File: config.mk
export PLATFORM = sky130hd
export DESIGN_NAME = ebau_ctrl
export DESIGN_NICKNAME = d
export VERILOG_FILES = /design/src/hdl/ebau_pkg.sv /design/src/hdl/ebau_ctrl.sv
export SDC_FILE = /design/constraint.sdc
export NUM_CORES = 1
export LEC_CHECK = 0
export ABC_AREA = 1
export BUFFER_PORTS_ARGS = -buffer_cell sky130_fd_sc_hd__buf_4
export CAP_MARGIN = 20
export CORE_MARGIN = 8
export CORE_UTILIZATION = 40
export DETAILED_ROUTE_END_ITERATION = 12
export GPL_TIMING_DRIVEN = 0
export PLACE_DENSITY = 0.79
export SYNTH_ARGS = -nofsm -noshare
export SYNTH_HDL_FRONTEND = slang
export SYNTH_SLANG_ARGS = --single-unit
File: constraint.sdc
create_clock -name clk_i -period 1.35 [get_ports clk_i]
set_input_delay 0.0675 -clock clk_i [delete_from_list [all_inputs] [get_ports clk_i]]
set_output_delay 0.0675 -clock clk_i [all_outputs]
set_load 0.03 [all_outputs]
File: src/hdl/ebau_pkg.sv
package ebau_pkg;

  localparam int unsigned ArchiveDepthDefault = 64;

  localparam int unsigned ValW   = 32;
  localparam int unsigned EpsW   = 31;
  localparam int unsigned SlotW  = 6;
  localparam int unsigned CountW = 7;
  localparam int unsigned RemW   = 6;
  localparam int unsigned OutcW  = 3;
  localparam int unsigned CfgIdxW = 1;

  localparam logic [EpsW-1:0] EpsReset = 31'd65536;

  localparam logic [CfgIdxW-1:0] REG_EPS_FIRST  = 1'b0;
  localparam logic [CfgIdxW-1:0] REG_EPS_SECOND = 1'b1;

  localparam logic [OutcW-1:0] OUT_REJECT    = 3'd0;
  localparam logic [OutcW-1:0] OUT_REPL_DOM  = 3'd1;
  localparam logic [OutcW-1:0] OUT_REPL_SAME = 3'd2;
  localparam logic [OutcW-1:0] OUT_SAME_KEPT = 3'd3;
  localparam logic [OutcW-1:0] OUT_APPEND    = 3'd4;
  localparam logic [OutcW-1:0] OUT_FULL      = 3'd5;
  localparam logic [OutcW-1:0] OUT_READ      = 3'd6;

  localparam logic ACT_INSERT = 1'b0;
  localparam logic ACT_READ   = 1'b1;

  typedef struct packed {
    logic             load;
    logic             rd_slot;
    logic             rd_idx;
    logic             div_start;
    logic             div_sel;
    logic             div_latch;
    logic             wr_cand_idx;
    logic             wr_cand_cnt;
    logic             wr_move;
    logic             idx_inc;
    logic             wptr_set;
    logic             wptr_inc;
    logic             rem_inc;
    logic             cnt_from_wptr;
    logic             cnt_inc;
    logic [1:0]       gap_sel;
    logic             gap_mul;
    logic             gap_sub;
    logic             gap_sq;
    logic             gap_acc;
    logic             res_load;
    logic [OutcW-1:0] outcome;
  } cmd_t;

  typedef struct packed {
    logic div_done;
    logic idx_end;
    logic has_room;
    logic ent_dom;
    logic cand_dom;
    logic box_match;
    logic pareto;
    logic closer;
  } sts_t;

endpackage

File: src/hdl/ebau_ctrl.sv
module ebau_ctrl (
  input  logic           clk_i,
  input  logic           rst_ni,
  input  logic           s_valid_i,
  input  logic           act_i,
  output logic           s_ready_o,
  output logic           m_valid_o,
  input  logic           m_ready_i,
  input  ebau_pkg::sts_t sts_i,
  output ebau_pkg::cmd_t cmd_o
);
  import ebau_pkg::*;

  localparam logic [3:0] S_IDLE  = 4'd0;
  localparam logic [3:0] S_RD    = 4'd1;
  localparam logic [3:0] S_DIV1  = 4'd2;
  localparam logic [3:0] S_WAIT1 = 4'd3;
  localparam logic [3:0] S_DIV2  = 4'd4;
  localparam logic [3:0] S_WAIT2 = 4'd5;
  localparam logic [3:0] S_WISS  = 4'd6;
  localparam logic [3:0] S_WEVL  = 4'd7;
  localparam logic [3:0] S_CISS  = 4'd8;
  localparam logic [3:0] S_CEVL  = 4'd9;
  localparam logic [3:0] S_GMUL  = 4'd10;
  localparam logic [3:0] S_GSUB  = 4'd11;
  localparam logic [3:0] S_GSQ   = 4'd12;
  localparam logic [3:0] S_GACC  = 4'd13;
  localparam logic [3:0] S_SDEC  = 4'd14;
  localparam logic [3:0] S_FIN   = 4'd15;

  logic [3:0]       state_q, state_d;
  logic [OutcW-1:0] outc_q, outc_d;
  logic [1:0]       gap_q, gap_d;
  logic             mval_q, mval_d;

  always_comb begin
    state_d = state_q;
    outc_d  = outc_q;
    gap_d   = gap_q;
    mval_d  = mval_q & ~m_ready_i;
    cmd_o   = '0;
    cmd_o.gap_sel = gap_q;
    cmd_o.outcome = outc_q;
    unique case (state_q)
      S_IDLE: begin
        if (s_valid_i) begin
          cmd_o.load = 1'b1;
          if (act_i == ACT_READ) begin
            outc_d  = OUT_READ;
            state_d = S_RD;
          end else begin
            state_d = S_DIV1;
          end
        end
      end
      S_RD: begin
        cmd_o.rd_slot = 1'b1;
        state_d = S_FIN;
      end
      S_DIV1: begin
        cmd_o.div_start = 1'b1;
        state_d = S_WAIT1;
      end
      S_WAIT1: begin
        if (sts_i.div_done) begin
          cmd_o.div_latch = 1'b1;
          state_d = S_DIV2;
        end
      end
      S_DIV2: begin
        cmd_o.div_sel   = 1'b1;
        cmd_o.div_start = 1'b1;
        state_d = S_WAIT2;
      end
      S_WAIT2: begin
        cmd_o.div_sel = 1'b1;
        if (sts_i.div_done) begin
          cmd_o.div_latch = 1'b1;
          state_d = S_WISS;
        end
      end
      S_WISS: begin
        if (sts_i.idx_end) begin
          if (sts_i.has_room) begin
            cmd_o.wr_cand_cnt = 1'b1;
            cmd_o.cnt_inc     = 1'b1;
            outc_d = OUT_APPEND;
          end else begin
            outc_d = OUT_FULL;
          end
          state_d = S_FIN;
        end else begin
          cmd_o.rd_idx = 1'b1;
          state_d = S_WEVL;
        end
      end
      S_WEVL: begin
        if (sts_i.ent_dom) begin
          outc_d  = OUT_REJECT;
          state_d = S_FIN;
        end else if (sts_i.cand_dom) begin
          cmd_o.wr_cand_idx = 1'b1;
          cmd_o.wptr_set    = 1'b1;
          cmd_o.idx_inc     = 1'b1;
          state_d = S_CISS;
        end else if (sts_i.box_match) begin
          if (sts_i.pareto) begin
            cmd_o.wr_cand_idx = 1'b1;
            outc_d  = OUT_REPL_SAME;
            state_d = S_FIN;
          end else begin
            gap_d   = 2'd0;
            state_d = S_GMUL;
          end
        end else begin
          cmd_o.idx_inc = 1'b1;
          state_d = S_WISS;
        end
      end
      S_CISS: begin
        if (sts_i.idx_end) begin
          cmd_o.cnt_from_wptr = 1'b1;
          outc_d  = OUT_REPL_DOM;
          state_d = S_FIN;
        end else begin
          cmd_o.rd_idx = 1'b1;
          state_d = S_CEVL;
        end
      end
      S_CEVL: begin
        if (sts_i.cand_dom) begin
          cmd_o.rem_inc = 1'b1;
        end else begin
          cmd_o.wr_move  = 1'b1;
          cmd_o.wptr_inc = 1'b1;
        end
        cmd_o.idx_inc = 1'b1;
        state_d = S_CISS;
      end
      S_GMUL: begin
        cmd_o.gap_mul = 1'b1;
        state_d = S_GSUB;
      end
      S_GSUB: begin
        cmd_o.gap_sub = 1'b1;
        state_d = S_GSQ;
      end
      S_GSQ: begin
        cmd_o.gap_sq = 1'b1;
        state_d = S_GACC;
      end
      S_GACC: begin
        cmd_o.gap_acc = 1'b1;
        gap_d = gap_q + 2'd1;
        state_d = (gap_q == 2'd3) ? S_SDEC : S_GMUL;
      end
      S_SDEC: begin
        if (sts_i.closer) begin
          cmd_o.wr_cand_idx = 1'b1;
          outc_d = OUT_REPL_SAME;
        end else begin
          outc_d = OUT_SAME_KEPT;
        end
        state_d = S_FIN;
      end
      S_FIN: begin
        if (!mval_q || m_ready_i) begin
          cmd_o.res_load = 1'b1;
          mval_d  = 1'b1;
          state_d = S_IDLE;
        end
      end
      default: state_d = S_IDLE;
    endcase
  end

  always_ff @(posedge clk_i or negedge rst_ni) begin
    if (!rst_ni) begin
      state_q <= S_IDLE;
      outc_q  <= OUT_REJECT;
      gap_q   <= 2'd0;
      mval_q  <= 1'b0;
    end else begin
      state_q <= state_d;
      outc_q  <= outc_d;
      gap_q   <= gap_d;
      mval_q  <= mval_d;
    end
  end

  assign s_ready_o = (state_q == S_IDLE);
  assign m_valid_o = mval_q;

endmodule

# Yosys cells after proc, flatten, opt, wreduce, memory -nomap -nowiden
# Index checks and enable logic that the tools add are counted.
# op_classes
n_addsub	1
bitwise_logic	2
n_reduce_logical	13
n_eq_ne	30
mux	66
# op_table
op	n
$pmux W4 S15	1
$mux W1	35
$mux W3	11
$eq A4 B4 Y1 const B	8
$mux W4	8
$ne A2 B2 Y1 const B	11
$eq A4 B3 Y1 const B	4
$pmux W3 S5	1
$mux W2	7
$reduce_or A2 Y1	5
$ne A3 B3 Y1 const B	3
$eq A4 B2 Y1 const B	2
$reduce_and A8 Y1	1
$reduce_and A5 Y1	1
$reduce_bool A5 Y1	1
$eq A4 B1 Y1 const B	1
$logic_not A4 Y1	1
$pmux W1 S2	2
$pmux W2 S2	1
$reduce_and A4 Y1	1
$add A2 B1 Y2 const B	1
$eq A2 B2 Y1 const B	1
$reduce_bool A2 Y1	1
$and A1 B1 Y1	1
other kinds (3)	3
# word_totals
regBits	10
in_bits	13
out_inout_bits	27
elab_cells	116

# Depth between registers and ports, before layout
# depth
depth_word	5
mapped_depth	9

# Least setup slack after synthesis
# Ideal clock, no wire load.
# synth_path
path_kind	register -> output
start	register state_q[3]
end	output cmd_o[17] in the netlist's numbering
stages_incl_launch_ff	7
arrival_time_ps	1611
required_ps	1283
slack_ps	-328
n_path_buf	1
path_cell_list	dfrtp_1 > inv_2 > nand2_1 > nor2_1 > nand2_1 > nor2_1 > buf_4
# synth_lines
item	line	source
start: declaration	ebau_ctrl.sv:31	logic [3:0] state_q, state_d;
start signal: assignment	ebau_ctrl.sv:184	state_q <= state_d;
end: declaration	ebau_ctrl.sv:10	output ebau_pkg::cmd_t cmd_o

==> flow_metrics.tcl <==
set metrics [dict create \
    status "complete, but fails checks" \
    failed_checks "negative setup slack" \
    layout-drive-gt1-share_pct 50.0 \
    dp.final_hpwl_um 2740 \
    min_period_over_period_pct 116 \
    place_area_sq_mm 0.00129 \
    io_pins 40 \
    antenna_found_initial 0 \
    syn-num-nets 181 \
    nNetsFinal 237 \
    critPathCaptureType "primary output" \
    antenna_cells 0 \
    drtIter0Drc 49 \
    syn_avg_cell_area_sq_um 5.64 \
    detail_route.wl_per_cell_um 15.3 \
    cts_tree "done" \
    switchingPower_mw 2.23 \
    grt_max_degree 11 \
    clkSinkCount 10 \
    cts_made_buffers 3 \
    start_util_pct 42.6 \
    drc 0 \
    p_int_mw 1.71 \
    netlist_area_sq_um 942 \
    hp-class "in2reg" \
    synth_edf_count 0 \
    cts_root_buf "clkbuf_4" \
    worst_slack_ns -0.210 \
    multi_input_area_sq_um 763 \
    crit_required_ns 1.28 \
    die-area_sq_mm 0.00416 \
    dr.pass1.iters 5 \
    htreeDepth 1 \
    worstMarginPinSlew_ns 0.318 \
    syn_inst 167 \
    grt_pass1_wl_um 5930 \
    ys.flop_type "dfrtp_1" \
    grt_pass1_vias 1356 \
    cp.arrival_ns 1.49 \
    maxCapViolCount 0 \
    post-route-min-period_ns 1.56 \
    slew_viol_final 0 \
    finalHoldViolations 0 \
    fp.dieH_um 64.5 \
    rows 17 \
    vias 1316 \
    yosysWarnings 0 \
    p_leak_nw 0.870 \
    gp_congestion 0.941 \
    critPathMaxFanout 6 \
    areaGrowthSynthToFinish_pct 73.0 \
    crit_type "reg2out" \
    gr-total-overflow 0 \
    register_area_sq_um 255 \
    stdcell_count 250 \
    switching_share_pct 56.6 \
    drt_wl_total_um 3830 \
    rsz0062_at_grt "true" \
    pwr-share-comb_pct 74.7 \
    p_clk_share_pct 7.3 \
    setup_violations 27 \
    whs_ns 0.00316 \
    totalPowerFinal_mw 3.94 \
    cts.clk_slew.worst_paths_ns 0.07 \
    async_flop_share_pct 100 \
    ys_seq_area_share_pct 26.6 \
    fin_worst_skew_ns 0.0124 \
    design_area_sq_mm 0.00163 \
    clk_latency_ns 0.28 \
    core_sq_mm 0.00221 \
    p_seq_share_pct 18.0 \
    cp-start-kind "flip-flop" \
    cts.path.max_buffers 2 \
    detail-route-antenna-nets 0 \
    layout_common_cells "43 x buf_4, 35 x nand2_1, 19 x nor2_1, 19 x inv_1, 11 x nand2_2" \
    synth.lib_cells_used.distinct 21 \
    num-fill-cells 192 \
    max_freq_mhz 641 \
    fin_setup_tns_ns -3.24 \
    ir_drop_mv 1.32 \
    track_usage_pct 17.6 \
    placedCellCount 234 \
    port_buffers 39 \
    viasPerCell 5.26 \
    slew_headroom_pct 78.8 \
    power-per-cell-area_mw_per_mm2 2410 \
    fp.dieW_um 64.5 \
    ys_seq_elements 10 \
    final_common_cell "buf_4" \
]
-- area by class of cell --
class,instances,area share (%)
Clock buffer,4,2.23
Timing Repair Buffer,51,25.5
Tap cell,28,2.15
Sequential cell,10,15.7
Buffer,2,1.15
Inverter,27,6.52
Multi-Input combinational cell,128,46.8
-- path summary, 6_finish.rpt --
kind                             from    endpoint  slack (ns)  cells past startpoint
setup / recovery           state_q[2]   cmd_o[18]       -0.21                      6
hold / removal              m_ready_i   m_valid_o       0.003                      2
setup reg to reg           state_q[3]  state_q[2]       -0.19                      8
hold reg to reg             outc_q[2]   outc_q[2]        0.48                      2
max in group asynchronous      rst_ni  state_q[1]        1.02                      2
min in group asynchronous      rst_ni    gap_q[1]        0.16                      2
-- critical path, cell delays in order, from the launching register on --
cell and delay, ns:
dfrtp_2 0.47, inv_2 0.08, nor2_4 0.18, buf_6 0.14
nand2_4 0.06, o21ai_2 0.14, buf_6 0.15
-- metrics by stage --
stage                     setup slack, ns  util [%]
after global routing               -0.257      73.7
after floorplan                   -0.0706         -
after CTS                          -0.160      68.7
final                              -0.210      73.7
after global placement             -0.184      58.3
after detailed placement           -0.192      58.3
-- cells by family (layout without fill, tap and decap cells) --
family                   Yosys count  count (layout)  share of synthesized area (%)
AO/OA/AOI/OAI                     21              21                           12.2
flip-flops                        10              10                           26.6
AND/OR/NAND/NOR                  106             106                           47.5
buffers and inverters             29              84                           12.4
adder cells (fa/ha/maj)            1               1                           1.33
-- what timing repair did --
| item | CTS | global route |
|---|---|---|
| pin swaps | 6 | 9 |
| gates resized for setup | 43 | 25 |
| hold endpoints to repair | 10 | 0 |
| gates cloned | 0 | 0 |
| setup buffers | 8 | 4 |
| hold buffers | 1 | 0 |
| setup endpoints to repair | 27 | 29 |
-- power groups by stage --
stage / clock network, mW / registers (mW) / logic, mW
CTS: 0.286 / 0.662 / 2.66
finish: 0.288 / 0.708 / 2.94
global placement: 0 / 0.614 / 2.25
global route: 0.295 / 0.720 / 3.20
floorplan: 0 / 0.736 / 1.44
detailed placement: 0 / 0.618 / 2.28
-- synthesized netlist by cell type (all sizes together) (2+ instances only) --
| library cell | number | area [sq um] |
|---|---|---|
| nand3 | 15 | 85.1 |
| buf | 2 | 15.0 |
| a21oi | 5 | 25.0 |
| nand2 | 51 | 194 |
| dfrtp | 10 | 250 |
| o21ai | 12 | 60.1 |
| nor2 | 38 | 158 |
| inv | 27 | 101 |
-- flip-flops by register name (all words and copies together), names as in the netlist --
register	cells
gap_q	2
m_valid_o	1
outc_q	3
state_q	4
-- metal layers --
layer	track usage [%]	part of all wire (%)
met5	0	0
met4	9.54	3.6
met3	2.75	7.8
met2	32.5	52
met1	18.5	36
Note: power is estimated with default switching activity, not from simulation.
